$ cat src/hw/rtl/sot_pkg.sv
`timescale 1ns / 1ps
// shared widths, saturation limits and the side-band word type for the sphere overlap test
// no dependencies

package sot_pkg;

    localparam int POS_W   = 32;            // signed centre coordinate
    localparam int SCALE_W = 31;            // unsigned scale component
    localparam int DIFF_W  = 33;            // centre difference and its magnitude
    localparam int ROOT_W  = 33;            // root width of every square-root pipe
    localparam int RAD_W   = 2 * ROOT_W;    // radicand width
    localparam int SSQ_W   = 2 * SCALE_W;   // square of one scale component

    localparam logic [DIFF_W-1:0] POS_LIMIT = DIFF_W'(33'h0_7FFF_FFFF);
    localparam logic [DIFF_W-1:0] NEG_LIMIT = DIFF_W'(33'h0_8000_0000);
    localparam logic [POS_W-1:0]  POS_SAT   = 32'h7FFF_FFFF;
    localparam logic [POS_W-1:0]  NEG_SAT   = 32'h8000_0000;

    // flags and depth that follow an item past the divider
    typedef struct packed {
        logic              hit;
        logic              zero;
        logic [2:0]        neg;
        logic [DIFF_W-1:0] pen;
    } t_side;

endpackage

$ cat src/hw/rtl/sot_div.sv
`timescale 1ns / 1ps
// pipelined restoring divider for the unit direction, one quotient bit per stage
// depends on sot_pkg

module sot_div #(
    parameter int FRAC_BITS = 16
) (
    input  logic                                 i_clk,
    input  logic                                 i_rst_n,
    input  logic                                 i_valid,
    input  logic [sot_pkg::DIFF_W+FRAC_BITS-1:0] i_num,
    input  logic [sot_pkg::DIFF_W-1:0]           i_den,
    output logic                                 o_valid,
    output logic [FRAC_BITS:0]                   o_quo
);
    import sot_pkg::*;

    localparam int NUM_W = DIFF_W + FRAC_BITS;
    localparam int Q_W   = FRAC_BITS + 1;
    localparam int XW    = NUM_W + 1;

    logic [XW-1:0]     r_rem [1:Q_W];
    logic [DIFF_W-1:0] r_den [1:Q_W];
    logic [Q_W-1:0]    r_quo [1:Q_W];
    logic              r_vld [1:Q_W];

    for (genvar k = 0; k < Q_W; k++) begin : g_stage
        localparam int S = Q_W - 1 - k;
        logic [XW-1:0]     rem_src, trial;
        logic [DIFF_W-1:0] den_src;
        logic [Q_W-1:0]    quo_src;
        logic              vld_src, take;

        if (k == 0) begin : g_first
            assign rem_src = XW'(i_num);
            assign den_src = i_den;
            assign quo_src = '0;
            assign vld_src = i_valid;
        end else begin : g_next
            assign rem_src = r_rem[k];
            assign den_src = r_den[k];
            assign quo_src = r_quo[k];
            assign vld_src = r_vld[k];
        end

        assign trial = XW'(den_src) << S;
        assign take  = rem_src >= trial;

        always_ff @(posedge i_clk) begin
            if (!i_rst_n) begin
                r_vld[k+1] <= 1'b0;
            end else begin
                r_vld[k+1] <= vld_src;
            end
        end

        always_ff @(posedge i_clk) begin
            r_rem[k+1] <= take ? rem_src - trial : rem_src;
            r_den[k+1] <= den_src;
            r_quo[k+1] <= take ? quo_src | (Q_W'(1) << S) : quo_src;
        end
    end

    assign o_valid = r_vld[Q_W];
    assign o_quo   = r_quo[Q_W];

endmodule

$ cat config.mk
export PLATFORM = sky130hd
export DESIGN_NAME = sot_div
export DESIGN_NICKNAME = d
export VERILOG_FILES = /design/src/hw/rtl/sot_pkg.sv /design/src/hw/rtl/sot_div.sv
export SDC_FILE = /design/constraint.sdc
export NUM_CORES = 2
export LEC_CHECK = 0
export BUFFER_PORTS_ARGS = -buffer_cell sky130_fd_sc_hd__buf_2
export CAP_MARGIN = 20
export CORE_ASPECT_RATIO = 1.1
export CORE_MARGIN = 1.5
export CORE_UTILIZATION = 55
export CTS_CLUSTER_SIZE = 20
export DETAILED_ROUTE_END_ITERATION = 8
export PLACE_DENSITY_LB_ADDON = 0.15
export SYNTH_ARGS = -nofsm -noshare
export SYNTH_HDL_FRONTEND = slang
export SYNTH_SLANG_ARGS = --single-unit
$ cat constraint.sdc
create_clock -name i_clk -period 3.4 [get_ports i_clk]
set_clock_uncertainty 0.15 [all_clocks]
set_input_delay 0.34 -clock i_clk [delete_from_list [all_inputs] [get_ports i_clk]]
set_output_delay 0.34 -clock i_clk [all_outputs]
set_load 0.02 [all_outputs]
### Word level (Yosys, flattened, before mapping)

Memory sizes are Yosys's and may differ from the RTL's.
Index checks and enable logic that the tools add are counted.

| storage, ports and cells | value |
|---|---|
| flip-flop bits (word level) | 0 |
| RAM bits | 1,717 |
| input bits | 85 |
| output and inout port bits | 18 |
| memories | 4 |

| cells by class | value |
|---|---|
| add/subtract/negate cells | 17 |
| magnitude comparators | 17 |
| multiplexer cells | 53 |
| bitwise logic cells | 17 |

Memory list:

| memory | depth | bits a word | read ports | clocked after Yosys merged registers in | wr ports | line | RTL |
|---|---|---|---|---|---|---|---|
| r_rem | 17 | 50 | 16 | 0 | 17 | sot_div.sv:22 | `logic [XW-1:0] r_rem [1:Q_W];` |
| r_den | 17 | 33 | 16 | 0 | 17 | sot_div.sv:23 | `logic [DIFF_W-1:0] r_den [1:Q_W];` |
| r_quo | 17 | 17 | 17 | 0 | 17 | sot_div.sv:24 | `logic [Q_W-1:0] r_quo [1:Q_W];` |
| r_vld | 17 | 1 | 17 | 0 | 17 | sot_div.sv:25 | `logic r_vld [1:Q_W];` |

Operators with widths:

| operator | count |
|---|---|
| $mux W50 | 17 |
| $ge A50 B33 Y1 | 1 |
| $ge A50 B34 Y1 | 1 |
| $ge A50 B35 Y1 | 1 |
| $ge A50 B36 Y1 | 1 |
| $ge A50 B37 Y1 | 1 |
| $ge A50 B38 Y1 | 1 |
| $ge A50 B39 Y1 | 1 |
| $ge A50 B40 Y1 | 1 |
| $ge A50 B41 Y1 | 1 |
| $ge A50 B42 Y1 | 1 |
| $ge A50 B43 Y1 | 1 |
| $ge A50 B44 Y1 | 1 |
| $ge A50 B45 Y1 | 1 |
| $ge A50 B46 Y1 | 1 |
| $ge A50 B47 Y1 | 1 |
| $ge A50 B48 Y1 | 1 |
| $sub A49 B49 Y50 | 1 |
| $sub A50 B33 Y50 | 1 |
| $sub A50 B34 Y50 | 1 |
| $sub A50 B35 Y50 | 1 |
| $sub A50 B36 Y50 | 1 |
| $sub A50 B37 Y50 | 1 |
| $sub A50 B38 Y50 | 1 |
| other kinds (29) | 64 |

### Logic depth before layout (Yosys ltp)

An unclocked memory read counts as a cell.

| logic depth | value |
|---|---|
| depth in word-level cells | 3 |
| mapped depth | 17 |
| gate-level depth less buffers | 15 |

### Worst setup path before layout

Ideal clock, no wire load.

| path | value |
|---|---|
| kind | register to register |
| start point | reg, netlist name r_rem[7][2] |
| end point | reg, netlist name r_rem[7][53] |
| arrival time | 3,447 ps |
| required time | 3,129 ps |
| slack | -317 ps |
| cell stages (with the launch flop) | 16 |
| path buffers | 2 |
| cells stage by stage | dfxtp_1 inv_1 ha_1 inv_1 fa_1 a21o_1 a21o_1 a2111oi_1 o31ai_1 a31oi_1 nor2_1 or3_1 o21ai_1 buf_2 buf_2 mux2_2 |

==> metrics <==
result of the run=finished with violations; failing checks=setup timing; Total Wirelength=215000 um; growth of design area from synthesis to finish=37.5%; clock sinks=1498; CTS Root Cell=clkbuf_16; syn_area_per_cell=9.00 um2; number of DRC markers after the initial detailed-route iteration=2943; Fmax achieved=roughly 0.24 GHz; data required time of the critical path=3.98 ns; transition time at the pin with the least slew margin=0.952 ns; Clock transition at path regs=0.07 ns; DIE AREA=between 100000 and 150000 um2; data arrival time at the worst-slack endpoint=4.71 ns; footprint of the multi-input gates=39800 um2; maximum capacitance violations=0; depth of the CTS H-tree=4; Area contributors post-synth=dfxtp_1, ha_1, a21oi_1, xnor2_1, o21ai_0; TritonCTS clock tree=built; post-synthesis async set-or-reset flop share=0%; Die Wd=340 um; Max Fanout on Critical Path=5; filler cell count in the final layout=8149; Max IR drop VDD=0.619 mV; cell area power density=roughly 990 nW/um2; total number of vias=between 60000 and 70000; area share of the largest cell type after synthesis=43.7%; Non-Filler Instances=~11000; worst relative slew slack=35.9%; antenna-violating nets left=0; endpoint kind of the worst setup timing path=register; share of the yosys chip area belonging to registers=43.7%; overall routing resource usage=31.0%; input/output buffers=102; Core Region=123000 um2; number of placement rows=approximately 140; number of instances in the synthesized netlist=7629; Worst setup SP type=register; worst setup margin=-0.733 ns; sequential cell area=30100 um2; drt pass-1 iters=6; starting density of the core=55.6%; top cells by count, synth=dfxtp_1, inv_1, nand2_1; cell total after placement=10400; share of cells above drive strength 1=between 20% and 30%; total congestion overflow=0; final hold vios=0; count of pins on the block boundary=103; total number of yosys warnings=0; setup-violating endpoint count in the final report=269; initial antenna violation count=5; routed length per instance=19.5 um; Final Net Count=~9900; dominant cell type by area after synthesis=dfxtp_1; gpl congestion=~0.94; setup repair after global routing missed its margin=yes; time the worst path needs with I/O delays and setup=slightly above 4 ns; final routed DRC violation total=0; final number of max-transition violations=0; global-route wire length before repair=314000 um; fin crit share=122%; sum of net half-perimeters after detailed placement=144000 um; CP Class=reg -> reg; largest net degree at the start of global routing=65; top-count cell post-synth=dfxtp_1; synthesized cell area=around 69000 um2; vias in the first global route=63100; chip height=between 300 and 400 um; flip-flop and latch count after synthesis=1498; LEAKAGE=~44 nW; Clock Path Buffers=3; Hold WC Path Type=in -> reg; vias per cell=between 5 and 6; number of enable-type register cells in the synthesized netlist=0; number of buffers created by CTS=155; total nets after synthesis=8291; commonest register cell after synthesis=dfxtp_1; unique cell type count in the Yosys netlist=91; clock insertion delay at the later pin of the skew report=just over 0.8 ns; Hold Slack=0.0429 ns
## through the flow
| step | util (%) | TNS, ns | power (mW) | area [um2] | setup slack [ns] |
|---|---|---|---|---|---|
| floorplan | - | -0.0228 | 52.0 | 68800 | -0.0228 |
| global placement | 64.6 | -108.17 | 67.0 | 79800 | -0.574 |
| detailed placement | 64.6 | -135.96 | 67.8 | 79800 | -0.629 |
| CTS | 73.9 | -39.89 | 89.5 | 91300 | -0.335 |
| global route | 76.4 | -91.73 | 99.2 | 94400 | -0.790 |
| finish | 76.4 | -63.22 | 93.6 | 94400 | -0.733 |
## layer usage
metal	wire length, um	part of all wire, %	vias up	track usage [%]
li1	-	-	29700	-
met1	66800	31	28700	25.4
met2	119000	55	1750	63.6
met3	6450	3.0	914	3.14
met4	22600	11	2	27.3
met5	11	0.0051	-	0
## kinds of logic (layout without fill, tap and decap cells)
family | Yosys count | count (layout) | share of synthesized area [%]
compound gates | 2039 | 2039 | 18.2
xor+xnor | 588 | 588 | 7.50
fa+ha+maj | 577 | 577 | 10.7
buf+inv | 914 | 2667 | 5.06
flops | 1498 | 1498 | 43.7
mux | 81 | 81 | 1.32
other cells | 0 | 6 | 0
simple gates | 1932 | 1932 | 13.5
## what timing repair did
action                                 in CTS  in global routing
hold buffers                              106                  1
resized for setup                         728                638
endpoints found under the hold margin     100                  1
setup endpoints to repair                 548                542
pin swaps                                 293                313
buffers inserted                          173                119
gates cloned                               35                  9
## cells in the final DEF (no fill, tap or decap), types with 46 or more instances in the layout
master         count
a21o_1           326
a21oi_1          567
a21oi_2           58
and3_1            46
buf_12            52
buf_2            102
buf_4           1290
buf_6             74
clkbuf_16        162
dfxtp_1         1435
dfxtp_2           58
dlygate4sd3_1    106
ha_1             506
ha_4              47
inv_1            673
mux2_2            63
nand2_1          533
nand2_2           67
nand2_4           46
nand2b_1          78
nand3_1          111
nand4_1          108
nor2_1           394
nor2b_1           63
nor3_1            86
o21a_1            46
o21ai_0          397
o21ai_1           91
o21ai_2           80
o21bai_1          72
xnor2_1          324
xor2_1           251
## worst max-delay path, stage by stage, from the launching register on
cell and delay (ns):
dfxtp_4 0.38, ha_4 0.24, nor2b_4 0.14, o2111ai_2 0.29, nand3b_1 0.40, a221oi_4 0.46
a21oi_2 0.15, or4_4 0.54, a31o_4 0.23, a21o_1 0.20, a31oi_4 0.16, buf_6 0.13
buf_12 0.10, buf_12 0.14, mux2_4 0.31
## registers in the layout (all words and copies together), names as in the netlist
signal  flops
r_rem     800
r_den     528
r_quo     153
r_vld      17
## layout make-up
class,count,share of cell area [%]
Multi-Input combinational cell,5217,42.2
Antenna cell,6,0.0159
Inverter,712,2.86
Clock inverter,59,1.08
Timing Repair Buffer,1676,15.1
Clock buffer,220,4.71
Sequential cell,1498,31.9
Tap cell,1644,2.18
## final timing paths
path	from	endpoint	slack (ns)	cells after the start
hold / removal	i_den[12]	r_den[0][45]$_DFF_P_	0.04	2
setup reg to reg	r_rem[0][66]$_DFF_P_	r_rem[1][16]$_DFF_P_	-0.73	14
setup / recovery	r_rem[0][66]$_DFF_P_	r_rem[1][16]$_DFF_P_	-0.73	14
hold reg to reg	r_den[3][29]$_DFF_P_	r_den[3][62]$_DFF_P_	0.17	0
## power by group
part           switching [mW]  total [mW]  leakage [nW]  internal [mW]
clock                    7.41        17.7          2.64           10.3
sequential               3.74        26.5          12.6           22.7
combinational            25.0        49.4          28.6           24.4
total                    36.2        93.6          43.9           57.4
No activity file was read; power rests on OpenSTA's default activity.
