===== config.mk =====
export PLATFORM = sky130hd
export DESIGN_NAME = sot_delay
export DESIGN_NICKNAME = d
export VERILOG_FILES = /design/src/hw/rtl/sot_delay.sv
export SDC_FILE = /design/constraint.sdc
export NUM_CORES = 1
export LEC_CHECK = 0
export ABC_AREA = 1
export BUFFER_PORTS_ARGS = -buffer_cell sky130_fd_sc_hd__buf_2
export CORE_MARGIN = 4
export CORE_UTILIZATION = 25
export CTS_BUF_LIST = sky130_fd_sc_hd__clkbuf_8
export CTS_CLUSTER_DIAMETER = 60
export DETAILED_ROUTE_END_ITERATION = 8
export HOLD_SLACK_MARGIN = 0.1
export PLACE_DENSITY = 0.54
export SLEW_MARGIN = 20
export SYNTH_ARGS = -nofsm -noshare
export SYNTH_HDL_FRONTEND = slang
export SYNTH_SLANG_ARGS = --single-unit

===== constraint.sdc =====
create_clock -name i_clk -period 0.8 [get_ports i_clk]
set_input_delay 0 -clock i_clk [delete_from_list [all_inputs] [get_ports i_clk]]
set_output_delay 0 -clock i_clk [all_outputs]
set_load 0.05 [all_outputs]

===== src/hw/rtl/sot_delay.sv =====
`timescale 1ns / 1ps
// fixed-length shift line for payload that runs beside the arithmetic pipes
// no dependencies

module sot_delay #(
    parameter int W = 8,
    parameter int D = 4
) (
    input  logic         i_clk,
    input  logic [W-1:0] i_data,
    output logic [W-1:0] o_data
);

    logic [W-1:0] r_tap [0:D-1];

    always_ff @(posedge i_clk) begin
        r_tap[0] <= i_data;
        for (int k = 1; k < D; k++) begin
            r_tap[k] <= r_tap[k-1];
        end
    end

    assign o_data = r_tap[D-1];

endmodule


# Word level (Yosys, flattened, before mapping)
# Memory sizes are Yosys's and may differ from the RTL's.
# Index checks and enable logic that the tools add are counted.
[word_totals]
n_memories = 1
ramBits = 32
in_bits = 9
reg_bits = 0
elab_cells = 1
[memory_table]
columns = ["name", "words", "word_bits", "rd", "rd_ports_with_merged_regs", "write_ports", "line", "text"]
rows = [
  ["r_tap", 4, 8, 4, 0, 4, "14", "logic [W-1:0] r_tap [0:D-1];"],
]

# Longest topological paths before layout
# Gate-level depths: netlist of run 1.
[logic_depth]
ltp_word = 0
ltp_mapped = 0
ltp_nobuf = 0

# Worst setup path after synthesis of run 1
# Ideal clock, no wire load.
[synth_timing]
path_type = "flip-flop to output port"
start = "mem r_tap[3][0]"
end = "out o_data[0]"
path_buffers = 0
slack_ns = 0.213
arrival_ns = 0.587
path_stages_with_launch = 1
required_time_ns = 0.800
path_cell_list = "dfxtp_1"
[synth_rtl]
columns = ["item", "line", "text"]
rows = [
  ["from (decl)", "14", ""],
  ["to (decl)", "11", "output logic [W-1:0] o_data"],
]

==> results of run 1 <==
[kinds of logic after synthesis]
kind of cell,count (synthesis)
flip-flops,32
[placed cells by master, fill, tap and decap left out]
| cell | instances |
|---|---|
| dfxtp_1 | 32 |
| buf_2 | 8 |
| dlygate4sd3_1 | 8 |
| clkbuf_8 | 5 |
| buf_6 | 1 |
| buf_4 | 7 |
[power by group through the flow]
stage	combinational [mW]	sequential [mW]	clock, mW
4_1_cts	0.157	1.70	1.04
3_5_place_dp	0.116	1.73	0
5_1_grt	0.167	1.71	1.11
6_report	0.158	1.70	0.995
3_3_place_gp	0.114	1.73	0
2_1_floorplan	0	1.80	0
[layout make-up]
class                 count  share of cell area
Sequential cell          32              0.6882
Timing Repair Buffer     24              0.1976
Clock buffer              5             0.07392
Tap cell                 30             0.04032
[worst max-delay path by stage]
| stage | startpoint | endpoint | slack (ns) | cells past startpoint |
|---|---|---|---|---|
| 6_report | r_tap[3][4] | o_data[4] | 0.03 | 1 |
| 5_1_grt | r_tap[3][2] | o_data[2] | -0.0007 | 1 |
| 2_1_floorplan | r_tap[3][0] | o_data[0] | 0.21 | 0 |
| 3_3_place_gp | r_tap[3][4] | o_data[4] | 0.25 | 1 |
| 4_1_cts | r_tap[3][4] | o_data[4] | 0.01 | 1 |
| 3_5_place_dp | r_tap[3][4] | o_data[4] | 0.25 | 1 |
[timing repair]
| action | CTS | global route |
|---|---|---|
| endpoints found under the setup margin | 8 | 1 |
| resized for setup | 8 | 1 |
| endpoints found under the hold margin | 8 | 0 |
| hold buffers | 8 | 0 |
| buffers inserted | 0 | 0 |
[routing by layer]
metal | vias up | global-route usage
met5 | - | 0
met4 | 0 | 0.05825
met3 | 4 | 0.05263
met2 | 13 | 0.09250
met1 | 128 | 0.03714
li1 | 154 | -
==> results.py, run 1 <==
metrics = {
    "worst_setup_path": {
        "endpoint_kind": "output port",
        "required_ns": 0.80,
        "reg2reg_from": "r_tap[2][0]",
        "ff2ff_path_depth": 0,
        "timing.rr.end": "r_tap[3][0]",
        "path_cells": "buf_4",
        "crit_slowest_cell": "dfxtp_1",
        "cp_max_fo": 1,
        "start_kind": "flop",
        "slowest_delay_ns": 0.31,
        "crit_buf_inv": 1,
        "worstPathArrival_ns": 0.77,
        "rrSetupSlack_ns": 0.40,
        "path_delay_family": "flip-flops",
        "critical_path_class": "flop to output port",
    },
    "clocking": {
        "insertion_delay_ns": 0.26,
        "clockRootBuffer": "clkbuf_8",
        "ctsHtreeMaxLevel": 2,
        "cts_buffer_depth": 2,
        "clk_pin_slew_ns": 0.05,
        "cts_tree": "done",
        "cts_buffers": 5,
        "cts.sinks": 32,
    },
    "cells_and_area": {
        "multi_input_area_um2": 0,
        "stdcell_area_um2": 930.9,
        "fin_nets": 72,
        "multi_input_gates": 0,
        "layout.cells.non_filler": 91,
        "top_register": "r_tap",
        "syn2layout_area_growth_pct": 45.31,
        "fin_util": 0.3792,
        "drive_gt1_frac": 0.3443,
        "top_regs": "r_tap x32",
        "largest_register_ffs": 32,
        "fillers": 226,
        "num_antenna_cells": 0,
        "seqCellArea_um2": 640.6,
    },
    "floorplanning": {
        "die_y_um": 58.62,
        "io_pins": 17,
        "start_util": 0.2610,
        "coreArea_um2": 2455,
        "num_rows": 18,
        "die_x_um": 58.62,
        "die-area_um2": 3436,
    },
    "power": {
        "p_sw_uw": 547.7,
        "p_leak_nw": 0.4106,
        "sw_frac_of_total": 0.1921,
        "seqPwrFrac": 0.596,
        "cellPowerDensity_nw_per_um2": 3064,
        "p_clk_frac": 0.349,
        "p_int_mw": 2.304,
        "peakVddDrop_uv": 2006,
        "power_frac_comb": 0.056,
        "total_power_mw": 2.852,
    },
    "timing": {
        "finalCriticalPeriod_ns": 0.7686,
        "skew_ns": 0.002629,
        "relSlewSlack": 0.9014,
        "fin_crit_sh": 0.9607,
        "hold_violations": 0,
        "setup_viol": 0,
        "worst_pin_slew_ns": 0.1492,
        "whs_ns": 0.3209,
        "setup-tns-final_ns": 0,
        "timing.final.ws_setup_ns": 0.03143,
        "max_clock_freq_mhz": 1301,
        "final_max_slew_viol_count": 0,
    },
    "yosys": {
        "synth_xor_xnor_area_share": 0,
        "synth_top_area_share": 1.000,
        "muxShareOfSynthArea": 0,
        "yosysWarnings": 0,
        "synth-main-ff-cell": "dfxtp_1",
        "yosysSeqAreaShare": 1.000,
        "ys_async_sr_fraction": 0,
        "ys_top_cells_by_count": "32 x dfxtp_1",
        "synth.most_common_cell": "dfxtp_1",
        "syn_nets": 41,
        "synthCells": 32,
        "syn_area_per_cell_um2": 20.02,
        "synth_compound_area_frac": 0,
        "synthSimpleGateAreaFrac": 0,
        "synth_area_leaders": "dfxtp_1 100%",
        "synth-seq-cells": 32,
        "synth_cell_type_count": 1,
        "synthAdderAreaFrac": 0,
        "synth.cell_area_um2": 640.6,
        "synth_edf_count": 0,
        "synth.largest_area_cell": "dfxtp_1",
    },
    "min_path": {
        "min-delay-start": "r_tap[1][1]",
        "min_to": "r_tap[2][1]",
        "holdPathStages": 0,
        "min_path_type": "flop to flop",
    },
    "place": {
        "place_area_um2": 758.2,
        "gp_congestion": 0.5678,
        "numPortBuffers": 16,
        "placedCellCount": 78,
        "dp_slack_ns": 0.2456,
    },
    "grt": {
        "antenna_found_initial": 0,
        "grt_overflow_total": 0,
        "grt_pass1_wl_um": 1262,
        "first_global_vias": 314,
        "grt_max_degree": 9,
        "grt_use_total": 0.05820,
    },
    "drt": {
        "drc": 0,
        "wirelength_um": 710,
        "dr.first_iter.drc_count": 4,
        "ant_nets": 0,
        "dr_wl_met3_um": 64,
        "via_count": 299,
        "wl_per_cell_um": 7.802,
        "met1_length_um": 222,
        "viasPerCell": 3.286,
        "maxUsedRoutingLayer": "met4",
        "wl_met2_um": 399,
        "drtPass1Iterations": 2,
    },
    "run": {
        "drv_cap": 0,
    },
    "status": {
        "status": "completed",
    },
}
Note: power is estimated with default switching activity, not from simulation.
==> run 2: changes to the inputs <==
--- a/config.mk
+++ b/config.mk
@@ -8,12 +8,13 @@
 export ABC_AREA = 1
 export BUFFER_PORTS_ARGS = -buffer_cell sky130_fd_sc_hd__buf_2
 export CORE_MARGIN = 4
-export CORE_UTILIZATION = 25
+export CORE_UTILIZATION = 45
 export CTS_BUF_LIST = sky130_fd_sc_hd__clkbuf_8
 export CTS_CLUSTER_DIAMETER = 60
 export DETAILED_ROUTE_END_ITERATION = 8
+export GPL_TIMING_DRIVEN = 0
 export HOLD_SLACK_MARGIN = 0.1
-export PLACE_DENSITY = 0.54
+export PLACE_DENSITY = 0.82
 export SLEW_MARGIN = 20
 export SYNTH_ARGS = -nofsm -noshare
 export SYNTH_HDL_FRONTEND = slang
==> results.py, run 2 (synthesis results as in run 1) <==
metrics = {
    "status": {
        "status": "completed",
    },
    "min_path": {
        "holdPathStages": 0,
        "min_to": "r_tap[1][6]",
        "min-delay-start": "r_tap[0][6]",
        "min_path_type": "flop to flop",
    },
    "cells_and_area": {
        "top_register": "r_tap",
        "fillers": 91,
        "multi_input_area_um2": 0,
        "top_regs": "r_tap x32",
        "fin_util": 0.7056,
        "drive_gt1_frac": 0.3438,
        "mostFrequentLayoutCell": "dfxtp_1",
        "syn2layout_area_growth_pct": 45.12,
        "layout.cells.non_filler": 79,
        "fin_nets": 72,
        "multi_input_gates": 0,
        "num_antenna_cells": 0,
        "final_cell_mix": "32 x dfxtp_1, 8 x dlygate4sd3_1, 8 x buf_2, 8 x buf_4, 6 x clkbuf_8",
        "largest_register_ffs": 32,
    },
    "drt": {
        "wl_per_cell_um": 8.203,
        "viasPerCell": 3.709,
        "wirelength_um": 648,
        "drtPass1Iterations": 4,
        "drc": 0,
        "ant_nets": 0,
        "via_count": 293,
        "dr.first_iter.drc_count": 4,
    },
    "clocking": {
        "ctsHtreeMaxLevel": 2,
        "cts_buffer_depth": 2,
        "cts_tree": "done",
        "cts_setup_buffers": 0,
        "clk_pin_slew_ns": 0.06,
        "cts.sinks": 32,
        "insertion_delay_ns": 0.26,
        "cts_buffers": 5,
        "clockRootBuffer": "clkbuf_8",
    },
    "floorplanning": {
        "num_rows": 13,
        "coreArea_um2": 1318,
        "start_util": 0.4862,
        "die_y_um": 45.73,
        "die_x_um": 45.73,
        "io_pins": 17,
        "die-area_um2": 2091,
    },
    "worst_setup_path": {
        "crit_slowest_cell": "dfxtp_1",
        "cp_max_fo": 1,
        "reg2reg_from": "r_tap[0][7]",
        "rrSetupSlack_ns": 0.40,
        "slowest_delay_ns": 0.31,
        "required_ns": 0.80,
        "start_kind": "flop",
        "crit_buf_inv": 1,
        "path_cells": "buf_4",
        "path_delay_family": "flip-flops",
        "timing.rr.end": "r_tap[1][7]",
        "worstPathArrival_ns": 0.76,
        "endpoint_kind": "output port",
        "critical_path_class": "flop to output port",
        "ff2ff_path_depth": 0,
    },
    "timing": {
        "setup-tns-final_ns": 0,
        "setup_viol": 0,
        "timing.final.ws_setup_ns": 0.03945,
        "final_max_slew_viol_count": 0,
        "worst_pin_slew_ns": 0.1470,
        "max_clock_freq_mhz": 1315,
        "skew_ns": 0.001164,
        "hold_violations": 0,
        "finalCriticalPeriod_ns": 0.7606,
        "relSlewSlack": 0.9028,
        "grt_setup_unrepaired": "false",
        "fin_crit_sh": 0.9507,
    },
    "grt": {
        "grt_overflow_total": 0,
        "first_global_vias": 286,
        "antenna_found_initial": 0,
        "grt_max_degree": 10,
        "grt_use_total": 0.09002,
        "grt_pass1_wl_um": 1145,
    },
    "power": {
        "peakVddDrop_uv": 1581,
        "cellPowerDensity_nw_per_um2": 3216,
        "p_leak_nw": 0.4272,
    },
    "place": {
        "placedCellCount": 63,
        "gp_congestion": 0.5414,
        "dp_slack_ns": 0.2545,
        "numPortBuffers": 16,
    },
    "run": {
        "drv_cap": 0,
    },
}
==> run 2: layer usage <==
| layer | track usage | share of wire | vias to the layer above |
|---|---|---|---|
| met1 | 0.08521 | 0.40 | 118 |
| met5 | 0 | 0 | - |
| li1 | - | - | 158 |
| met2 | 0.1198 | 0.43 | 17 |
| met3 | 0.09486 | 0.17 | 0 |
| met4 | 0.05114 | 0 | 0 |
==> run 2: what timing repair did <==
action / 4_1_cts / 5_1_grt
setup endpoints to repair: 8 / 0
resized for setup: 8 / 0
endpoints found under the hold margin: 8 / 0
hold buffers: 8 / 0
==> run 2: layout make-up <==
| cell class | count | area, µm² | share of cell area |
|---|---|---|---|
| Timing Repair Buffer | 24 | 180.2 | 0.1938 |
| Clock buffer | 6 | 82.58 | 0.08883 |
| Tap cell | 15 | 18.77 | 0.02019 |
| Clock inverter | 2 | 7.507 | 0.008075 |
| Sequential cell | 32 | 640.6 | 0.6891 |
==> run 2: how the worst max path moves through the flow <==
stage | from | end | cells after the start
after global placement | r_tap[3][4] | o_data[4] | 1
final | r_tap[3][3] | o_data[3] | 1
after floorplan | r_tap[3][0] | o_data[0] | 0
after CTS | r_tap[3][3] | o_data[3] | 1
after detailed placement | r_tap[3][3] | o_data[3] | 1
after global routing | r_tap[3][5] | o_data[5] | 1
==> run 2: stage by stage <==
step | area (µm²) | hold slack, ns | total power, mW
2_1_floorplan | 640.6 | 0.02772 | 1.804
3_3_place_gp | 739.5 | 0.1023 | 1.840
3_5_place_dp | 739.5 | 0.1036 | 1.845
4_1_cts | 929.6 | 0.3253 | 3.024
5_1_grt | 929.6 | 0.3278 | 3.124
6_report | 929.6 | 0.3239 | 2.990
==> run 2: power by group <==
part / internal [mW] / switching (mW) / leakage [nW] / total [mW]
clock network: 0.673 / 0.463 / 0.0538 / 1.14
logic: 0.0651 / 0.0916 / 0.103 / 0.157
registers: 1.68 / 0.0162 / 0.270 / 1.70
==> run 3: changes to the inputs <==
--- a/config.mk
+++ b/config.mk
@@ -7,14 +7,15 @@
 export LEC_CHECK = 0
 export ABC_AREA = 1
 export BUFFER_PORTS_ARGS = -buffer_cell sky130_fd_sc_hd__buf_2
+export CAP_MARGIN = 20
 export CORE_MARGIN = 4
-export CORE_UTILIZATION = 45
+export CORE_UTILIZATION = 32
 export CTS_BUF_LIST = sky130_fd_sc_hd__clkbuf_8
 export CTS_CLUSTER_DIAMETER = 60
 export DETAILED_ROUTE_END_ITERATION = 8
 export GPL_TIMING_DRIVEN = 0
 export HOLD_SLACK_MARGIN = 0.1
-export PLACE_DENSITY = 0.82
+export PLACE_DENSITY = 0.64
 export SLEW_MARGIN = 20
 export SYNTH_ARGS = -nofsm -noshare
 export SYNTH_HDL_FRONTEND = slang
==> results.py, run 3 (synthesis results as in run 1) <==
metrics = {
    "grt": {
        "grt_pass1_wl_um": 910,
        "antenna_found_initial": 0,
        "grt_use_total": 0.05770,
        "grt_max_degree": 11,
        "grt_overflow_total": 0,
        "first_global_vias": 231,
    },
    "cells_and_area": {
        "fin_nets": 72,
        "drive_gt1_frac": 0.3750,
        "largest_register_ffs": 32,
        "multi_input_area_um2": 0,
        "fillers": 168,
        "top_regs": "r_tap x32",
        "mostFrequentLayoutCell": "dfxtp_1",
        "num_antenna_cells": 0,
        "multi_input_gates": 0,
        "final_cell_mix": "32 x dfxtp_1, 8 x dlygate4sd3_1, 8 x buf_2",
        "top_register": "r_tap",
        "syn2layout_area_growth_pct": 54.49,
    },
    "timing": {
        "grt_setup_unrepaired": "false",
        "hold_violations": 0,
        "whs_ns": 0.3225,
        "relSlewSlack": 0.9028,
        "skew_ns": 0.003214,
        "final_max_slew_viol_count": 0,
        "setup_viol": 0,
        "finalCriticalPeriod_ns": 0.7595,
        "fin_crit_sh": 0.9494,
        "worst_pin_slew_ns": 0.1470,
        "setup-tns-final_ns": 0,
        "max_clock_freq_mhz": 1317,
    },
    "worst_setup_path": {
        "crit_start": "r_tap[3][2]",
        "cp_max_fo": 1,
        "rrSetupSlack_ns": 0.40,
        "endpoint_kind": "output port",
        "reg2reg_from": "r_tap[0][2]",
        "critical_path_class": "flop to output port",
        "path_cells": "buf_4",
        "start_kind": "flop",
        "timing.rr.end": "r_tap[1][2]",
        "required_ns": 0.80,
        "crit_cells": 1,
        "crit_slowest_cell": "dfxtp_1",
        "cp-endpoint": "o_data[2]",
        "ff2ff_path_depth": 0,
        "path_delay_family": "flip-flops",
        "worstPathArrival_ns": 0.76,
        "slowest_delay_ns": 0.31,
        "crit_buf_inv": 1,
    },
    "drt": {
        "drc": 0,
        "viasPerCell": 3.101,
        "via_count": 276,
        "dr.first_iter.drc_count": 6,
        "wirelength_um": 609,
        "ant_nets": 0,
        "wl_per_cell_um": 6.843,
        "drtPass1Iterations": 2,
    },
    "run": {
        "drv_cap": 0,
    },
    "power": {
        "total_power_mw": 3.456,
        "peakVddDrop_uv": 2404,
        "cellPowerDensity_nw_per_um2": 3492,
        "p_leak_nw": 0.4416,
    },
    "min_path": {
        "holdPathStages": 0,
        "min-delay-start": "r_tap[1][1]",
        "min_path_type": "flop to flop",
    },
    "place": {
        "gp_congestion": 0.5449,
        "numPortBuffers": 16,
    },
    "clocking": {
        "cts_tree": "done",
        "cts_buffer_depth": 2,
        "clk_pin_slew_ns": 0.06,
        "clockRootBuffer": "clkbuf_8",
        "ctsHtreeMaxLevel": 2,
        "cts_buffers": 5,
        "cts_setup_buffers": 0,
        "cts.sinks": 32,
        "insertion_delay_ns": 0.27,
    },
    "floorplanning": {
        "start_util": 0.3556,
        "die_y_um": 52.74,
        "die-area_um2": 2782,
        "num_rows": 15,
        "die_x_um": 52.74,
        "io_pins": 17,
        "coreArea_um2": 1802,
    },
    "status": {
        "status": "completed",
    },
}
## run 3: changes by cell type in the layout (fill, tap and decap cells not counted), sizes merged
cell	before	now
clkbuf	6	7
bufinv	0	1
inv	2	0
## run 3: area by class of cell
class	count	area (µm²)	area share
clock buffers	7	96.34	0.09735
clock inverters	1	30.03	0.03034
flip-flops and latches	32	640.6	0.6473
well taps	25	31.28	0.03161
repair buffers	24	191.4	0.1934
## run 3: where the power goes
group / internal (mW) / switching [mW]
sequential: 1.68 / 0.0166
clock: 1.10 / 0.502
combinational: 0.0700 / 0.0910
## run 3: worst min path at each step
stage,to
final,r_tap[2][1]
after floorplan,r_tap[0][0]
after global placement,r_tap[0][0]
after CTS,r_tap[2][7]
after global routing,r_tap[1][5]
after detailed placement,r_tap[0][4]
## run 3: per-stage QoR
step | cell area, µm² | setup WS [ns] | utilization | instances
after floorplan | 640.6 | 0.2127 | - | 32
after global placement | 752.0 | 0.2645 | 0.4174 | 73
after detailed placement | 752.0 | 0.2629 | 0.4174 | 73
after CTS | 978.4 | 0.02402 | 0.5431 | 89
after global routing | 989.7 | 0.001915 | 0.5493 | 89
final | 989.7 | 0.04048 | 0.5493 | 89
## run 3: routing by layer
layer | track usage | vias to the layer above | part of all wire
li1 | - | 157 | -
met4 | 0.06383 | 0 | 0
met1 | 0.04745 | 102 | 0.42
met2 | 0.05785 | 17 | 0.39
met5 | 0 | - | 0
met3 | 0.07692 | 0 | 0.18
## run 3: repair_timing
action | 4_1_cts | 5_1_grt
hold buffers | 8 | 0
resized for setup | 8 | 3
hold endpoints to repair | 8 | 0
endpoints found under the setup margin | 8 | 3
